<file path="config.mk">
export PLATFORM = sky130hd
export DESIGN_NAME = pssb_div
export DESIGN_NICKNAME = d
export VERILOG_FILES = /design/src/design/pssb_div.sv
export SDC_FILE = /design/constraint.sdc
export NUM_CORES = 1
export LEC_CHECK = 0
export ABC_AREA = 1
export ABC_CLOCK_PERIOD_IN_PS = 2020
export BUFFER_PORTS_ARGS = -buffer_cell sky130_fd_sc_hd__buf_4
export CORE_MARGIN = 2
export CORE_UTILIZATION = 53
export CTS_CLUSTER_DIAMETER = 200
export DETAILED_ROUTE_END_ITERATION = 6
export PLACE_DENSITY = 0.84
export SLEW_MARGIN = 20
export SYNTH_ARGS = -nofsm -noshare
export SYNTH_HDL_FRONTEND = slang
export SYNTH_SLANG_ARGS = --single-unit
</file>
<file path="constraint.sdc">
create_clock -name clk -period 2.02 [get_ports clk]
set_clock_uncertainty 0.1 [all_clocks]
set_input_delay 0.202 -clock clk [delete_from_list [all_inputs] [get_ports clk]]
set_output_delay 0.202 -clock clk [all_outputs]
set_load 0.03 [all_outputs]
</file>
<file path="src/design/pssb_div.sv">
// ----------------------------------------------------------------------------
// pssb_div
// Unsigned restoring divider, one quotient bit per cycle.
// ----------------------------------------------------------------------------
module pssb_div #(
  parameter int NW = 25,
  parameter int DW = 9
) (
  input  logic          clk,
  input  logic          rst_n,
  input  logic          start,
  input  logic [NW-1:0] dividend,
  input  logic [DW-1:0] divisor,
  output logic          done,
  output logic [NW-1:0] quotient
);

  localparam int CNW = $clog2(NW + 1);

  logic           busy_r;
  logic           done_r;
  logic [CNW-1:0] cnt_r;
  logic [DW-1:0]  rem_r;
  logic [NW-1:0]  quo_r;
  logic [DW-1:0]  dvs_r;
  logic [DW:0]    trial;
  logic [DW:0]    diff;
  logic           ge;

  assign trial = {rem_r, quo_r[NW-1]};
  assign diff  = trial - {1'b0, dvs_r};
  assign ge    = trial >= {1'b0, dvs_r};

  always_ff @(posedge clk) begin
    if (!rst_n) begin
      busy_r <= 1'b0;
      done_r <= 1'b0;
      cnt_r  <= '0;
    end else begin
      done_r <= 1'b0;
      if (start) begin
        busy_r <= 1'b1;
        cnt_r  <= CNW'(NW);
      end else if (busy_r) begin
        cnt_r <= cnt_r - CNW'(1);
        if (cnt_r == CNW'(1)) begin
          busy_r <= 1'b0;
          done_r <= 1'b1;
        end
      end
    end
  end

  always_ff @(posedge clk) begin
    if (start) begin
      rem_r <= '0;
      quo_r <= dividend;
      dvs_r <= divisor;
    end else if (busy_r) begin
      rem_r <= ge ? diff[DW-1:0] : trial[DW-1:0];
      quo_r <= {quo_r[NW-2:0], ge};
    end
  end

  assign done     = done_r;
  assign quotient = quo_r;

endmodule

</file>
==> results of run 1 <==
## worst paths after layout
kind | start | to | slack [ns]
worst min-delay path | rst_n | cnt_r[0] | 0.01
worst max-delay path | quotient[24] | rem_r[1] | 0.03
worst min register to register | rem_r[3] | rem_r[3] | 0.38
worst max register to register | quotient[24] | rem_r[1] | 0.03
## power breakdown
part / leakage, nW / total (mW) / internal, mW / switching, mW
Clock: 0.0585 / 0.711 / 0.371 / 0.340
Sequential: 0.475 / 1.24 / 1.19 / 0.0481
Combinational: 1.18 / 0.549 / 0.226 / 0.323
Total: 1.71 / 2.50 / 1.79 / 0.711
## metrics by stage
stage / hold WS (ns) / utilization, %
final: 0.01257 / 72.05
after global placement: 0.2801 / 66.35
after CTS: 0.007935 / 70.67
after global routing: 0.03232 / 72.05
after floorplan: 0.2009 / -
after detailed placement: 0.2816 / 66.35
## registers in the layout (all words and copies together) (netlist names)
| signal | cells |
|---|---|
| quotient | 25 |
| dvs_r | 9 |
| done | 1 |
| cnt_r | 5 |
| busy_r | 1 |
| rem_r | 9 |
## layout by cell type, fill, tap and decap left out
| cell | netlist | routed |
|---|---|---|
| a21oi_1 | 5 | 5 |
| a21oi_4 | 0 | 1 |
| a31oi_1 | 3 | 3 |
| buf_12 | 0 | 1 |
| buf_4 | 0 | 67 |
| buf_6 | 1 | 2 |
| bufinv_16 | 0 | 1 |
| clkbuf_8 | 0 | 5 |
| clkinv_1 | 1 | 1 |
| clkinv_2 | 0 | 1 |
| dfxtp_1 | 16 | 16 |
| dlygate4sd3_1 | 0 | 9 |
| edfxtp_1 | 34 | 34 |
| fa_2 | 0 | 1 |
| ha_1 | 11 | 10 |
| ha_4 | 0 | 1 |
| inv_1 | 32 | 30 |
| inv_2 | 2 | 4 |
| inv_6 | 0 | 1 |
| nand2_1 | 133 | 131 |
| nand2_2 | 5 | 5 |
| nand2_4 | 0 | 2 |
| nand3_1 | 19 | 19 |
| nand3_2 | 1 | 1 |
| nand3b_1 | 9 | 9 |
| nor2_1 | 9 | 9 |
| nor2_2 | 3 | 3 |
| nor3_4 | 1 | 1 |
| nor4_1 | 1 | 1 |
| o211ai_1 | 1 | 1 |
| o21ai_0 | 2 | 2 |
| o31ai_1 | 1 | 1 |
| or2_0 | 1 | 1 |
| or2_4 | 1 | 1 |
| xnor2_1 | 2 | 2 |
| xor2_1 | 1 | 1 |
## worst max-delay path, stage by stage, from the launching register on
cell and delay (ns):
edfxtp_1 0.41, inv_2 0.09, ha_4 0.12, inv_2 0.04, fa_2 0.37, nand2_2 0.07, nand2_2 0.05, nand3_2 0.07
nand2_2 0.08, nand2_4 0.10, buf_6 0.12, nand3b_1 0.10, nand3_1 0.10, nand2_1 0.06
## logic make-up (layout without fill, tap and decap cells)
group	count (synthesis)	count (layout)	share of synthesized area, %
buffers and inverters	42	122	6.631
xor gates and xnor gates	3	3	1.024
adders and majority gates	12	12	6.143
AOI/OAI and AO/OA	13	13	3.023
and+or+nand+nor	183	183	30.91
DFF	50	50	52.27
## per-layer routing
metal | share of wire (%) | track usage (%)
met4 | 1.6 | 6.061
met2 | 51 | 35.81
met1 | 43 | 27.99
met3 | 4.4 | 4.938
met5 | 0 | 0
## what timing repair did
item	in CTS	in global routing
endpoints found under the setup margin	0	10
hold buffers	9	0
endpoints found under the hold margin	9	0
buffers inserted	0	3
gates resized for setup	0	11
## layout make-up
cell class              instances  area share [%]
flip-flops and latches         50           39.67
inverters                      35           3.886
multi-input cells             211           32.31
clock inverters                 3           1.295
well taps                      54           1.999
clock buffers                   5           2.036
repair buffers                 79           18.80
==> flow_summary.ini, run 1 <==
[global_routing]
grt-ovfl-total = 0
grt_max_degree = 41
antenna_found_initial = 0
grt.total_usage_pct = 21.46
grt_pass1_wl_um = 8866
first_global_vias = 2011

[floorplanning]
core-area_um2 = 4692
die_h_um = 73.59
die_area_um2 = 5415
num_rows = 25
io_pins = 63
die_x_um = 73.59
start_util_pct = 54.69

[clocking]
ctsHtreeMaxLevel = 2
clock_latency_ns = 0.30
cts_tree = done
clk_pin_slew_ns = 0.09
cts_sinks = 50
cts-root-buf = clkbuf_8
numCtsBuffers = 5
clockBufferDepth = 2

[sta]
rsz0062_at_grt = true
max_freq_mhz = 501.4
slew_violations = 0
final_hold_viol_count = 0
maxSlewHeadroom_pct = 69.67
fin_tns_setup_ns = 0
setup_ws_ns = 0.02549
setup_violations = 0
period_minus_slack_ns = 1.995
final.period_utilization_pct = 98.74
tightest_slew_ns = 0.4549

[cells_and_area]
area.sequential_um2 = 1341
area_growth_pct = 31.74
n_fill_cell = 363
stdcell_count = 437
drive_gt1_share_pct = 25.59
final_nets = 431
multi_input_area_um2 = 1092
fin_area_um2 = 3381
diodes = 0

[synth]
synth_top_area_share_pct = 39.79
synth_warnings = 0
seq_area_frac_synth_pct = 52.27
synth_cell_types = 29
synthTopCellsByCount = nand2_1 (133), edfxtp_1 (34), inv_1 (32)
syn_inst = 303
yosys.area.top_type = edfxtp_1
syn-num-nets = 352
synth_ff_type = edfxtp_1
ys_seq_elements = 50
synth.area.top_cells = edfxtp_1 (40%), nand2_1 (19%), dfxtp_1 (12%)
synth-async-reset-ratio_pct = 0
yosysMostFrequentCell = nand2_1
avgSynthCellArea_um2 = 8.469
synth_edf_count = 34
syn-cell-area_um2 = 2566

[worst_setup_path]
crit_type = register to register
endpoint_kind = register
required_ns = 2.12
cp-start-kind = register
arrival_ns = 2.10
crit_path_max_fanout = 5
r2r_cells = 13

[placed_design]
dpl.hpwl_um = 3899
port_buffers = 62
placed_area_um2 = 3113
gp_congestion = 0.9070
dp.cells = 417
place_ws_ns = 0.04989

[routing]
routed_wl_um = 5757
postRouteAntennaNets = 0
post_drt_wl_per_cell_um = 13.17
drt-pass1-iter-count = 4
drc = 0
vias = 2243
drt_iter0_drc = 155
vias_per_cell = 5.133

[hold_path]
worstHoldPathCells = 3
min_path_type = primary input to register

[outcome]
status = complete, no violations

[power]
vdd_ir_drop_max_mv = 0.5106
fin_total_pwr_mw = 2.501
powerDensity_nw_per_um2 = 739.7
leakage_nw = 1.714

[run]
maxCapViolations = 0
Note: power is estimated with default switching activity, not from simulation.
==> run 2, diff against run 1 <==
--- a/config.mk
+++ b/config.mk
@@ -6,13 +6,13 @@
 export NUM_CORES = 1
 export LEC_CHECK = 0
 export ABC_AREA = 1
-export ABC_CLOCK_PERIOD_IN_PS = 2020
+export ABC_CLOCK_PERIOD_IN_PS = 2550
 export BUFFER_PORTS_ARGS = -buffer_cell sky130_fd_sc_hd__buf_4
 export CORE_MARGIN = 2
-export CORE_UTILIZATION = 53
+export CORE_UTILIZATION = 55
 export CTS_CLUSTER_DIAMETER = 200
 export DETAILED_ROUTE_END_ITERATION = 6
-export PLACE_DENSITY = 0.84
+export PLACE_DENSITY = 0.87
 export SLEW_MARGIN = 20
 export SYNTH_ARGS = -nofsm -noshare
 export SYNTH_HDL_FRONTEND = slang
==> constraint.sdc (replaced) <==
create_clock -name clk -period 2.55 [get_ports clk]
set_clock_uncertainty 0.1 [all_clocks]
set_input_delay 0.255 -clock clk [delete_from_list [all_inputs] [get_ports clk]]
set_output_delay 0.255 -clock clk [all_outputs]
set_load 0.03 [all_outputs]
==> run 2 against run 1 <==
  * Worst setup slack better by 0.32 ns
  * Combinational power down 27%
  * Non-clock buffer count down 16
  * Critical path type unchanged
  * Critical endpoint unchanged
  * Largest cell class unchanged
  * Largest power group unchanged
  * Highest routed layer unchanged
==> flow_summary.ini, run 2 (synthesized netlist as in run 1, its figures left out) <==
[cells_and_area]
fin_area_um2 = 3161
drive_gt1_share_pct = 22.89
stdcell_count = 419
n_fill_cell = 333
layout_common_cells = nand2_1 (133), buf_4 (63), edfxtp_1 (34)
diodes = 0
area_growth_pct = 23.16
final_common_cell = nand2_1
final_nets = 415
largest_reg_flops = 25

[clocking]
clockBufferDepth = 2
clock_latency_ns = 0.30
numCtsBuffers = 5
cts-resized-gates = 0
clk_pin_slew_ns = 0.09
postCtsHoldBufs = 0
cts_sinks = 50
ctsHtreeMaxLevel = 2
cts-root-buf = clkbuf_8
cts_setup_buffers = 0
cts_tree = done

[global_routing]
grt-ovfl-total = 0
grt_max_degree = 41
grt.total_usage_pct = 22.64
grt_pass1_wl_um = 9218
first_global_vias = 2130
antenna_found_initial = 0

[sta]
fin_tns_setup_ns = 0
setup_violations = 0
final.period_utilization_pct = 86.49
period_minus_slack_ns = 2.206
tightest_slew_ns = 0.5278
slew_violations = 0
setup_ws_ns = 0.3444
maxSlewHeadroom_pct = 64.82
final_hold_viol_count = 0
max_freq_mhz = 453.4
rsz0062_at_grt = false

[routing]
drt_iter0_drc = 117
routed_wl_um = 5450
vias_per_cell = 5.138
vias = 2153
post_drt_wl_per_cell_um = 13.01
drc = 0
postRouteAntennaNets = 0
drt-pass1-iter-count = 5

[power]
powerDensity_nw_per_um2 = 589.3
fin_total_pwr_mw = 1.863
leakage_nw = 1.612
vdd_ir_drop_max_mv = 0.4677

[worst_setup_path]
required_ns = 2.70
critPathMostFrequentCell = nand2_2
path_delay_family = simple AND/OR/NAND/NOR gates
endpoint_kind = register
cp_num_buf_inv = 2
crit_chain = inv_1, ha_1, inv_1, fa_1, nand2_1, nand2_2, nand3_2, nand2_2, nand2_2, nand2_2, nand2_1, nand3_1, nand2_1
crit_path_max_fanout = 11
crit_type = register to register
crit_path_max_incr_delay_ns = 0.41
crit_start = quotient[24]
arrival_ns = 2.36
r2r_start = quotient[24]
cp-start-kind = register
slowest_stage = fa_1

[placed_design]
port_buffers = 62
gp_congestion = 0.8475
dpl.hpwl_um = 3939
placed_area_um2 = 3065
dp.cells = 411
place_ws_ns = 0.4229

[floorplanning]
start_util_pct = 58.13
die_x_um = 72.31
io_pins = 63
die_area_um2 = 5228
num_rows = 24
core-area_um2 = 4414
die_h_um = 72.31

[outcome]
status = complete, no violations

[run]
maxCapViolations = 0

[hold_path]
hp-start = divisor[8]
min_path_type = primary input to register
## run 2: worst paths after layout
path | endpoint | slack [ns] | cells after the start
worst max register to register | rem_r[1] | 0.34 | 13
worst max-delay path | rem_r[1] | 0.34 | 13
worst min register to register | rem_r[3] | 0.38 | 2
worst min-delay path | dvs_r[8] | 0.02 | 1
## run 2: per-stage QoR
step           hold slack [ns]  util, %
6_report               0.02215    71.60
2_1_floorplan           0.2539        -
5_1_grt               0.009956    71.60
4_1_cts                0.01553    71.60
3_3_place_gp            0.3334    69.44
3_5_place_dp            0.3344    69.44
## run 2: power by group
group	switching (mW)	internal [mW]	leakage (nW)	total (mW)
clock	0.258	0.219	0.0488	0.477
combinational	0.247	0.156	1.09	0.403
sequential	0.0381	0.944	0.475	0.983
total	0.543	1.32	1.61	1.86
## run 2: routing by layer
metal / track usage [%] / vias to the layer above / routed length (um)
met2: 38.53 / 54 / 2816
met4: 7.757 / 0 / 69
met3: 4.722 / 7 / 280
li1: - / 1093 / -
met1: 28.78 / 999 / 2283
met5: 0 / - / 0
## run 2: cell type report
cell class | instances | area [um^2] | area share (%)
clock buffers | 6 | 82.58 | 2.613
clock inverters | 2 | 12.51 | 0.3959
inverters | 35 | 131.4 | 4.157
multi-input cells | 211 | 1055 | 33.37
flip-flops and latches | 50 | 1341 | 42.44
well taps | 52 | 65.06 | 2.059
repair buffers | 63 | 473.0 | 14.96
